File: config.mk
export PLATFORM = sky130hd
export DESIGN_NAME = peer_address_table_flat
export DESIGN_NICKNAME = d
export VERILOG_FILES = /design/src/hw/rtl/pat_pkg.sv /design/src/hw/rtl/pat_ifs.sv /design/src/hw/rtl/peer_address_table.sv /design/src/hw/rtl/pat_mem.sv /design/src/hw/rtl/pat_engine.sv /design/src/flat_wrapper.sv
export SDC_FILE = /design/constraint.sdc
export NUM_CORES = 2
export LEC_CHECK = 0
export BUFFER_PORTS_ARGS = -buffer_cell sky130_fd_sc_hd__buf_4
export CORE_MARGIN = 2
export CORE_UTILIZATION = 60
export CTS_CLUSTER_SIZE = 28
export DETAILED_ROUTE_END_ITERATION = 10
export HOLD_SLACK_MARGIN = 0.06
export PLACE_DENSITY_LB_ADDON = 0.3
export SETUP_SLACK_MARGIN = 0.4
export SYNTH_ARGS = -nofsm -noshare
export SYNTH_HDL_FRONTEND = slang
export SYNTH_HIERARCHICAL = 1
export SYNTH_SLANG_ARGS = --single-unit
File: constraint.sdc
create_clock -name clock -period 22 [get_ports clock]
set_input_delay 1.1 -clock clock [delete_from_list [all_inputs] [get_ports clock]]
set_output_delay 1.1 -clock clock [all_outputs]
set_load 0.02 [all_outputs]
File: src/hw/rtl/pat_pkg.sv
package pat_pkg;

   localparam int DefaultEntries = 16;
   localparam int MacWidth       = 48;
   localparam int RoleWidth      = 8;
   localparam int RssiWidth      = 8;
   localparam int TimeWidth      = 32;
   localparam int SlotWidth      = 4;
   localparam int CountWidth     = 5;
   localparam int TypeWidth      = 3;

   localparam logic signed [RssiWidth-1:0] RssiNever = -8'sd128;
   localparam logic signed [RssiWidth-1:0] RssiFloor = -8'sd127;

   typedef enum logic [TypeWidth-1:0] {
      REQ_ADD       = 3'd0,
      REQ_REMOVE    = 3'd1,
      REQ_SET_ROLE  = 3'd2,
      REQ_SEEN      = 3'd3,
      REQ_LOOKUP    = 3'd4,
      REQ_READ_SLOT = 3'd5
   } req_code_type;

   typedef struct packed {
      logic [TypeWidth-1:0]        req_type;
      logic [MacWidth-1:0]         mac;
      logic [RoleWidth-1:0]        role;
      logic signed [RssiWidth-1:0] rssi;
      logic [TimeWidth-1:0]        now_ms;
      logic [SlotWidth-1:0]        slot_index;
   } request_type;

   typedef struct packed {
      logic [MacWidth-1:0]         mac;
      logic [RoleWidth-1:0]        role;
      logic signed [RssiWidth-1:0] rssi;
      logic [TimeWidth-1:0]        seen;
   } entry_type;

   typedef struct packed {
      logic                        ok;
      logic [SlotWidth-1:0]        hit_slot;
      logic [MacWidth-1:0]         mac_out;
      logic [RoleWidth-1:0]        role_out;
      logic signed [RssiWidth-1:0] rssi_out;
      logic [TimeWidth-1:0]        seen_ms_out;
      logic [CountWidth-1:0]       count;
   } result_type;

endpackage

File: src/hw/rtl/pat_ifs.sv
interface pat_req_if;
   logic                                        valid;
   logic                                        ready;
   logic [pat_pkg::TypeWidth-1:0]               req_type;
   logic [pat_pkg::MacWidth-1:0]                mac;
   logic [pat_pkg::RoleWidth-1:0]               role;
   logic signed [pat_pkg::RssiWidth-1:0]        rssi;
   logic [pat_pkg::TimeWidth-1:0]               now_ms;
   logic [pat_pkg::SlotWidth-1:0]               slot_index;

   modport source (output valid, req_type, mac, role, rssi, now_ms, slot_index,
                   input ready);
   modport sink (input valid, req_type, mac, role, rssi, now_ms, slot_index,
                 output ready);
endinterface

interface pat_rsp_if;
   logic                                        valid;
   logic                                        ready;
   logic                                        ok;
   logic [pat_pkg::SlotWidth-1:0]               hit_slot;
   logic [pat_pkg::MacWidth-1:0]                mac_out;
   logic [pat_pkg::RoleWidth-1:0]               role_out;
   logic signed [pat_pkg::RssiWidth-1:0]        rssi_out;
   logic [pat_pkg::TimeWidth-1:0]               seen_ms_out;
   logic [pat_pkg::CountWidth-1:0]              count;

   modport source (output valid, ok, hit_slot, mac_out, role_out, rssi_out, seen_ms_out,
                   count, input ready);
   modport sink (input valid, ok, hit_slot, mac_out, role_out, rssi_out, seen_ms_out,
                 count, output ready);
endinterface

File: src/hw/rtl/peer_address_table.sv
// Peer address table: up to ENTRIES peers keyed by 48-bit MAC, packed densely in
// slots 0 to count-1 of one table memory with one write port and a registered read
// port. One request is worked on at a time. A keyed request (add, remove, set role,
// seen update, lookup) scans the table one entry per cycle until the MAC matches or
// the table ends, then does its update in ST_ACT; a remove that frees a slot other
// than the last moves the last entry into it in ST_MOVE. ST_DONE then hands the
// beat to the output register once that register can take it. A read by slot passes
// through ST_READ to ST_DONE; a slot at or above count goes straight to ST_DONE, as
// does an unknown request type. The output register holds a finished beat while the
// next request is already accepted. The table needs no clearing after reset; only
// slots below count are ever read.
module peer_address_table #(
   parameter int ENTRIES = pat_pkg::DefaultEntries
) (
   input logic       clock,
   input logic       reset,
   pat_req_if.sink   req_bus,
   pat_rsp_if.source rsp_bus
);
   import pat_pkg::*;

   localparam int AW = (ENTRIES > 1) ? $clog2(ENTRIES) : 1;
   localparam int CW = $clog2(ENTRIES + 1);

   request_type req;
   result_type  res;
   logic        res_valid;
   logic        res_ready;
   logic        wr_en;
   logic [AW-1:0] wr_addr;
   logic [AW-1:0] rd_addr;
   entry_type   wr_data;
   entry_type   rd_data;

   logic        rsp_valid_ff, rsp_valid_in;
   result_type  rsp_data_ff, rsp_data_in;

   assign req = '{req_type: req_bus.req_type, mac: req_bus.mac, role: req_bus.role,
                  rssi: req_bus.rssi, now_ms: req_bus.now_ms,
                  slot_index: req_bus.slot_index};

   pat_mem #(.ENTRIES(ENTRIES), .AW(AW)) u_mem (
      .clock   (clock),
      .wr_en   (wr_en),
      .wr_addr (wr_addr),
      .wr_data (wr_data),
      .rd_addr (rd_addr),
      .rd_data (rd_data)
   );

   pat_engine #(.ENTRIES(ENTRIES), .AW(AW), .CW(CW)) u_engine (
      .clock     (clock),
      .reset     (reset),
      .req_valid (req_bus.valid),
      .req_ready (req_bus.ready),
      .req       (req),
      .res_valid (res_valid),
      .res_ready (res_ready),
      .res       (res),
      .wr_en     (wr_en),
      .wr_addr   (wr_addr),
      .wr_data   (wr_data),
      .rd_addr   (rd_addr),
      .rd_data   (rd_data)
   );

   assign res_ready = !rsp_valid_ff || rsp_bus.ready;

   always_comb begin
      rsp_valid_in = rsp_valid_ff;
      rsp_data_in  = rsp_data_ff;
      if (res_ready) begin
         rsp_valid_in = res_valid;
         rsp_data_in  = res;
      end
   end

   always_ff @(posedge clock) begin
      if (reset) begin
         rsp_valid_ff <= 1'b0;
      end else begin
         rsp_valid_ff <= rsp_valid_in;
      end
      rsp_data_ff <= rsp_data_in;
   end

   assign rsp_bus.valid       = rsp_valid_ff;
   assign rsp_bus.ok          = rsp_data_ff.ok;
   assign rsp_bus.hit_slot    = rsp_data_ff.hit_slot;
   assign rsp_bus.mac_out     = rsp_data_ff.mac_out;
   assign rsp_bus.role_out    = rsp_data_ff.role_out;
   assign rsp_bus.rssi_out    = rsp_data_ff.rssi_out;
   assign rsp_bus.seen_ms_out = rsp_data_ff.seen_ms_out;
   assign rsp_bus.count       = rsp_data_ff.count;

endmodule

File: src/hw/rtl/pat_mem.sv
module pat_mem #(
   parameter int ENTRIES = pat_pkg::DefaultEntries,
   parameter int AW      = 4
) (
   input  logic                clock,
   input  logic                wr_en,
   input  logic [AW-1:0]       wr_addr,
   input  pat_pkg::entry_type  wr_data,
   input  logic [AW-1:0]       rd_addr,
   output pat_pkg::entry_type  rd_data
);
   import pat_pkg::*;

   entry_type mem [ENTRIES];
   entry_type rd_data_ff;

   always_ff @(posedge clock) begin
      if (wr_en) begin
         mem[wr_addr] <= wr_data;
      end
      rd_data_ff <= mem[rd_addr];
   end

   assign rd_data = rd_data_ff;

endmodule

File: src/hw/rtl/pat_engine.sv
module pat_engine #(
   parameter int ENTRIES = pat_pkg::DefaultEntries,
   parameter int AW      = 4,
   parameter int CW      = 5
) (
   input  logic                 clock,
   input  logic                 reset,
   input  logic                 req_valid,
   output logic                 req_ready,
   input  pat_pkg::request_type req,
   output logic                 res_valid,
   input  logic                 res_ready,
   output pat_pkg::result_type  res,
   output logic                 wr_en,
   output logic [AW-1:0]        wr_addr,
   output pat_pkg::entry_type   wr_data,
   output logic [AW-1:0]        rd_addr,
   input  pat_pkg::entry_type   rd_data
);
   import pat_pkg::*;

   typedef enum logic [2:0] {
      ST_IDLE, ST_SCAN, ST_READ, ST_ACT, ST_MOVE, ST_DONE
   } state_type;

   state_type   state_ff, state_in;
   logic [CW-1:0] count_ff, count_in;
   logic [CW-1:0] idx_ff, idx_in;
   logic        found_ff, found_in;
   logic [AW-1:0] slot_ff, slot_in;
   request_type req_ff, req_in;
   entry_type   ent_ff, ent_in;
   result_type  res_ff, res_in;

   entry_type   upd;
   logic [CW-1:0] idx_next;
   logic [CW-1:0] last;
   logic        room;
   logic signed [RssiWidth-1:0] rssi_sat;

   function automatic result_type report(logic [AW-1:0] s, entry_type e);
      result_type r;
      r             = '0;
      r.ok          = 1'b1;
      r.hit_slot    = SlotWidth'(s);
      r.mac_out     = e.mac;
      r.role_out    = e.role;
      r.rssi_out    = e.rssi;
      r.seen_ms_out = e.seen;
      return r;
   endfunction

   assign idx_next = CW'(idx_ff + 1'b1);
   assign last     = CW'(count_ff - 1'b1);
   assign room     = count_ff < CW'(ENTRIES);
   assign rssi_sat = (req_ff.rssi == RssiNever) ? RssiFloor : req_ff.rssi;

   always_comb begin
      state_in  = state_ff;
      count_in  = count_ff;
      idx_in    = idx_ff;
      found_in  = found_ff;
      slot_in   = slot_ff;
      req_in    = req_ff;
      ent_in    = ent_ff;
      res_in    = res_ff;
      upd       = ent_ff;
      req_ready = 1'b0;
      res_valid = 1'b0;
      wr_en     = 1'b0;
      wr_addr   = slot_ff;
      wr_data   = ent_ff;
      rd_addr   = '0;
      res       = res_ff;
      res.count = CountWidth'(count_ff);

      unique case (state_ff)
         ST_IDLE: begin
            req_ready = 1'b1;
            if (req_valid) begin
               req_in   = req;
               res_in   = '0;
               found_in = 1'b0;
               idx_in   = '0;
               unique case (req.req_type) inside
                  REQ_READ_SLOT: begin
                     if (32'(req.slot_index) < 32'(count_ff)) begin
                        rd_addr  = AW'(req.slot_index);
                        slot_in  = AW'(req.slot_index);
                        state_in = ST_READ;
                     end else begin
                        state_in = ST_DONE;
                     end
                  end
                  REQ_ADD, REQ_REMOVE, REQ_SET_ROLE, REQ_SEEN, REQ_LOOKUP: begin
                     if (count_ff == '0) begin
                        state_in = ST_ACT;
                     end else begin
                        rd_addr  = '0;
                        state_in = ST_SCAN;
                     end
                  end
                  default: begin
                     state_in = ST_DONE;
                  end
               endcase
            end
         end
         ST_SCAN: begin
            if (rd_data.mac == req_ff.mac) begin
               found_in = 1'b1;
               slot_in  = idx_ff[AW-1:0];
               ent_in   = rd_data;
               state_in = ST_ACT;
            end else if (idx_next < count_ff) begin
               rd_addr = idx_next[AW-1:0];
               idx_in  = idx_next;
            end else begin
               state_in = ST_ACT;
            end
         end
         ST_READ: begin
            res_in   = report(slot_ff, rd_data);
            state_in = ST_DONE;
         end
         ST_ACT: begin
            state_in = ST_DONE;
            unique case (req_ff.req_type)
               REQ_ADD: begin
                  if (found_ff) begin
                     upd.role = req_ff.role;
                     wr_en    = 1'b1;
                     wr_data  = upd;
                     res_in   = report(slot_ff, upd);
                  end else if (room) begin
                     upd      = '{mac: req_ff.mac, role: req_ff.role, rssi: RssiNever, seen: '0};
                     wr_en    = 1'b1;
                     wr_addr  = count_ff[AW-1:0];
                     wr_data  = upd;
                     res_in   = report(count_ff[AW-1:0], upd);
                     count_in = CW'(count_ff + 1'b1);
                  end
               end
               REQ_REMOVE: begin
                  if (found_ff) begin
                     res_in = report(slot_ff, ent_ff);
                     if (slot_ff != last[AW-1:0]) begin
                        rd_addr  = last[AW-1:0];
                        state_in = ST_MOVE;
                     end else begin
                        count_in = last;
                     end
                  end
               end
               REQ_SET_ROLE: begin
                  if (found_ff) begin
                     upd.role = req_ff.role;
                     wr_en    = 1'b1;
                     wr_data  = upd;
                     res_in   = report(slot_ff, upd);
                  end
               end
               REQ_SEEN: begin
                  if (found_ff) begin
                     upd.rssi = rssi_sat;
                     upd.seen = req_ff.now_ms;
                     wr_en    = 1'b1;
                     wr_data  = upd;
                     res_in   = report(slot_ff, upd);
                  end else if (room) begin
                     upd      = '{mac: req_ff.mac, role: '0, rssi: rssi_sat,
                                  seen: req_ff.now_ms};
                     wr_en    = 1'b1;
                     wr_addr  = count_ff[AW-1:0];
                     wr_data  = upd;
                     res_in   = report(count_ff[AW-1:0], upd);
                     count_in = CW'(count_ff + 1'b1);
                  end
               end
               REQ_LOOKUP: begin
                  if (found_ff) begin
                     res_in = report(slot_ff, ent_ff);
                  end
               end
               default: begin
               end
            endcase
         end
         ST_MOVE: begin
            // fill the hole with the last entry
            wr_en    = 1'b1;
            wr_addr  = slot_ff;
            wr_data  = rd_data;
            count_in = last;
            state_in = ST_DONE;
         end
         ST_DONE: begin
            res_valid = 1'b1;
            if (res_ready) begin
               state_in = ST_IDLE;
            end
         end
         default: begin
            state_in = ST_IDLE;
         end
      endcase
   end

   always_ff @(posedge clock) begin
      if (reset) begin
         state_ff <= ST_IDLE;
         count_ff <= '0;
      end else begin
         state_ff <= state_in;
         count_ff <= count_in;
      end
      idx_ff   <= idx_in;
      found_ff <= found_in;
      slot_ff  <= slot_in;
      req_ff   <= req_in;
      ent_ff   <= ent_in;
      res_ff   <= res_in;
   end

endmodule

File: src/flat_wrapper.sv
// flat-port wrapper written by rule: the top's interface ports become plain ports
module peer_address_table_flat import pat_pkg::*;
#(
   parameter int ENTRIES = pat_pkg::DefaultEntries
)
  (clock, reset, req_bus_valid, req_bus_req_type, req_bus_mac, req_bus_role, req_bus_rssi, req_bus_now_ms, req_bus_slot_index, req_bus_ready, rsp_bus_valid, rsp_bus_ok, rsp_bus_hit_slot, rsp_bus_mac_out, rsp_bus_role_out, rsp_bus_rssi_out, rsp_bus_seen_ms_out, rsp_bus_count, rsp_bus_ready);
  pat_req_if req_bus_i ();
  pat_rsp_if rsp_bus_i ();
  input logic clock;
  input logic reset;
  input wire logic [$bits(req_bus_i.valid)-1:0] req_bus_valid;
  input wire logic [$bits(req_bus_i.req_type)-1:0] req_bus_req_type;
  input wire logic [$bits(req_bus_i.mac)-1:0] req_bus_mac;
  input wire logic [$bits(req_bus_i.role)-1:0] req_bus_role;
  input wire logic [$bits(req_bus_i.rssi)-1:0] req_bus_rssi;
  input wire logic [$bits(req_bus_i.now_ms)-1:0] req_bus_now_ms;
  input wire logic [$bits(req_bus_i.slot_index)-1:0] req_bus_slot_index;
  output wire logic [$bits(req_bus_i.ready)-1:0] req_bus_ready;
  output wire logic [$bits(rsp_bus_i.valid)-1:0] rsp_bus_valid;
  output wire logic [$bits(rsp_bus_i.ok)-1:0] rsp_bus_ok;
  output wire logic [$bits(rsp_bus_i.hit_slot)-1:0] rsp_bus_hit_slot;
  output wire logic [$bits(rsp_bus_i.mac_out)-1:0] rsp_bus_mac_out;
  output wire logic [$bits(rsp_bus_i.role_out)-1:0] rsp_bus_role_out;
  output wire logic [$bits(rsp_bus_i.rssi_out)-1:0] rsp_bus_rssi_out;
  output wire logic [$bits(rsp_bus_i.seen_ms_out)-1:0] rsp_bus_seen_ms_out;
  output wire logic [$bits(rsp_bus_i.count)-1:0] rsp_bus_count;
  input wire logic [$bits(rsp_bus_i.ready)-1:0] rsp_bus_ready;
  assign req_bus_i.valid = req_bus_valid;
  assign req_bus_i.req_type = req_bus_req_type;
  assign req_bus_i.mac = req_bus_mac;
  assign req_bus_i.role = req_bus_role;
  assign req_bus_i.rssi = req_bus_rssi;
  assign req_bus_i.now_ms = req_bus_now_ms;
  assign req_bus_i.slot_index = req_bus_slot_index;
  assign req_bus_ready = req_bus_i.ready;
  assign rsp_bus_valid = rsp_bus_i.valid;
  assign rsp_bus_ok = rsp_bus_i.ok;
  assign rsp_bus_hit_slot = rsp_bus_i.hit_slot;
  assign rsp_bus_mac_out = rsp_bus_i.mac_out;
  assign rsp_bus_role_out = rsp_bus_i.role_out;
  assign rsp_bus_rssi_out = rsp_bus_i.rssi_out;
  assign rsp_bus_seen_ms_out = rsp_bus_i.seen_ms_out;
  assign rsp_bus_count = rsp_bus_i.count;
  assign rsp_bus_i.ready = rsp_bus_ready;
  peer_address_table #(.ENTRIES(ENTRIES)) u_core (.clock(clock), .reset(reset), .req_bus(req_bus_i), .rsp_bus(rsp_bus_i));
endmodule
==> out/metrics.yaml <==
status:
  status: "finished, final reports clean"
timing:
  tns_ps: 0
  final-setup-viol-count: 0
  fin_ws_ps: 15910
  rsz0062_at_grt: "false"
  tightestPinTransition_ps: 1240
  finalClockSkew_ps: 28.0
  period_minus_slack_ps: 6090
  relSlewSlack_pct: 17.3
  hold_viol_final: 0
  post-route-period-util_pct: 27.7
  fmax_ghz: 0.164
  drv_slew: 0
final_layout:
  nets: 4167
  nFillCells: 7890
  syn_to_final_growth_pct: 12.7
  num_antenna_cells: 0
  post-route-util_pct: 67.8
  layout-drive-gt1-share_pct: 23.7
  finalInstanceArea_um2: 87600
floorplan:
  dieWidth_um: 364
  coreArea_um2: 129000
  start_util_pct: 60.2
  num_io_pins: 215
  dieArea_um2: 133000
  rows: 132
  dieHeight_um: 364
clocking:
  clock_sinks: 2053
  worst_skew_pair.late_latency_ps: 820
  holdBufCountCts: 0
  ctsResizeCount: 0
  postCtsSetupBuffers: 0
  cts_max_level: 4
  cts_root_buf: "clkbuf_16"
  path_clk_slew_ps: 70
  max-clock-path-buffers: 3
  numCtsBuffers: 193
  tritoncts: "yes"
worst_setup_path:
  path_cells: "ha_1 > xnor2_1 > inv_1 > ha_1 > o21ai_0 > a21oi_1 > nor3_1 > nand2_1 > o221ai_4 > buf_12 > buf_4 > buf_4 > mux4_2 > a22oi_1 > nand2_1"
  crit_fanout: 107
  max_stage_delay_ps: 880
  startpoint_type: "register"
  critPathSlowestCell: "buf_4"
  cp.arrival_ps: 6780
  cp-end-kind: "register"
  crit_type: "register to register"
  crit_required_ps: 22690
yosys:
  ys_seq_area_share_pct: 77.9
  synth_area_leaders: "edfxtp_1 75%, mux4_2 11%, dfxtp_1 2.7%, a22oi_1 1.9%, mux2i_1 1.4%"
  synth_seq_cells: 2053
  async_flop_share_pct: 0
  synth_cells: 3782
  synth_edf_count: 1948
  synth_top_cell_area_share_pct: 75.2
  netlist_area_um2: 77800
  syn_nets: 3900
  synthFlopType: "edfxtp_1"
  avgSynthCellArea_um2: 20.6
  yosys.cell_types.count: 66
  yosysWarnings: 6
  yosysTopAreaCell: "edfxtp_1"
route:
  first_iter_violations: 6144
  dr.pass1.iters: 9
  highest_layer: "met5"
  met2RoutedLength_mm: 90.9
  wl_met3_mm: 20.4
  vias: 39800
  remaining_drc_errors: 0
  final_antenna_net_count: 0
  wl_mm: 186
  vias_per_cell: 6.68
  m1WireLength_mm: 68.5
  wl_per_cell_um: 31.2
global_route:
  grt-ovfl-total: 0
  grt_use_total_pct: 28.3
  grt_pass1_wl_mm: 269
  grt_max_degree: 162
  antenna_found_initial: 4
  grt_pass1_vias: 39800
pwr:
  p_leak_nw: 28.2
  irDropWorstVdd_mv: 0.135
  powerDensity_nw_per_um2: 127
min_path:
  min_path_type: "register to register"
placement:
  place_hpwl_mm: 92.0
  io_buffers: 214
  dp_slack_ps: 15730
  dpl_cell_area_um2: 81300
  gp_congestion: 0.820
job:
  max-cap-violations: 0
## cells in the final DEF, fill, tap and decap left out, drive strengths merged, types with 14 or more instances in the layout
cell type,netlist,routed
a211oi,53,53
a21oi,30,30
a222oi,83,83
a22oi,202,202
buf,124,287
clkbuf,91,266
clkinv,0,71
dfxtp,105,105
edfxtp,1948,1948
inv,100,107
mux2i,105,105
mux4,384,384
nand2,185,185
nor2,108,108
nor3,14,14
o21ai,72,72
xnor2,56,56
## cell families (layout without fill, tap and decap cells)
family,Yosys count,in the layout,synth area share (%)
buf+inv,315,753,1.95
simple gates,373,373,2.10
xor+xnor,62,62,0.734
compound gates,472,472,4.55
fa+ha+maj,11,11,0.177
flops,2053,2053,77.9
mux,496,496,12.6
## worst paths after layout
path / startpoint / end / slack, ps / cells after the start
setup / recovery: u_core/u_engine/idx_ff[0]$_SDFFCE_PN0P_ / u_core/u_mem/rd_data[12]$_DFF_P_ / 15910 / 15
hold / removal: u_core/u_engine/res[15]$_DFFE_PP_ / u_core/rsp_bus.seen_ms_out[10]$_DFFE_PP_ / 400 / 0
setup reg to reg: u_core/u_engine/idx_ff[0]$_SDFFCE_PN0P_ / u_core/u_mem/rd_data[12]$_DFF_P_ / 15910 / 15
hold reg to reg: u_core/u_engine/res[15]$_DFFE_PP_ / u_core/rsp_bus.seen_ms_out[10]$_DFFE_PP_ / 400 / 0
## metal layers
metal	up-vias	GRT usage [%]
li1	16200	-
met1	20600	40.0
met2	2645	45.0
met3	365	5.15
met4	8	10.5
met5	-	0
## power by group
group | internal [mW] | switching, mW | total [mW]
Clock | 1.86 | 1.42 | 3.28
Combinational | 1.05 | 1.63 | 2.67
Sequential | 4.96 | 0.254 | 5.22
Total | 7.87 | 3.30 | 11.2
## area by class of cell
| class | count | area (um^2) | area share, % |
|---|---|---|---|
| Clock buffer | 266 | 5370 | 6.13 |
| Inverter | 100 | 378 | 0.431 |
| Tap cell | 1742 | 2180 | 2.49 |
| Sequential cell | 2053 | 60600 | 69.2 |
| Clock inverter | 100 | 907 | 1.04 |
| Multi-Input combinational cell | 1414 | 15900 | 18.2 |
| Timing Repair Buffer | 287 | 2250 | 2.57 |
## state kept, by name (all words and copies together) (netlist names), 4 cells and up
signal	flops
u_core/u_mem/mem	1536
u_core/u_engine/res	101
u_core/u_engine/req_ff	99
u_core/u_engine/ent_ff	96
u_core/u_mem/rd_data	96
u_core/rsp_bus.mac_out	48
u_core/rsp_bus.seen_ms_out	32
u_core/rsp_bus.role_out	8
u_core/rsp_bus.rssi_out	8
u_core/rsp_bus.count	5
u_core/u_engine/count_ff	5
u_core/u_engine/idx_ff	5
u_core/rsp_bus.hit_slot	4
u_core/u_engine/slot_ff	4
## cell usage after synthesis (all sizes together) (4+ instances only)
| cell type | instances |
|---|---|
| a211oi | 53 |
| a21oi | 30 |
| a222oi | 83 |
| a22oi | 202 |
| buf | 124 |
| clkbuf | 91 |
| dfxtp | 105 |
| edfxtp | 1948 |
| ha | 11 |
| inv | 100 |
| mux2 | 7 |
| mux2i | 105 |
| mux4 | 384 |
| nand2 | 185 |
| nand2b | 11 |
| nand3 | 11 |
| nand4 | 13 |
| nor2 | 108 |
| nor2b | 7 |
| nor3 | 14 |
| nor4 | 4 |
| nor4b | 4 |
| o21ai | 72 |
| o221ai | 5 |
| o22a | 8 |
| xnor2 | 56 |
| xor2 | 4 |
## worst max-delay path: cells and delay by family (launching register included)
kind / cells / cell delay [ps]
XOR/XNOR: 1 / 320
buffers and inverters: 4 / 2360
flip-flops: 1 / 510
multiplexers: 1 / 590
AO/OA/AOI/OAI: 4 / 690
adder cells (fa/ha/maj): 2 / 560
AND/OR/NAND/NOR: 3 / 610
## stage by stage
stage | power, mW | hold slack, ps | instances
CTS | 11.2 | 406 | 5962
finish | 11.2 | 395 | 5962
global route | 11.6 | 412 | 5962
detailed placement | 7.93 | 405 | 5596
floorplan | 7.07 | 400 | 3782
global placement | 7.86 | 403 | 5596
Note: power is estimated with default switching activity, not from simulation.
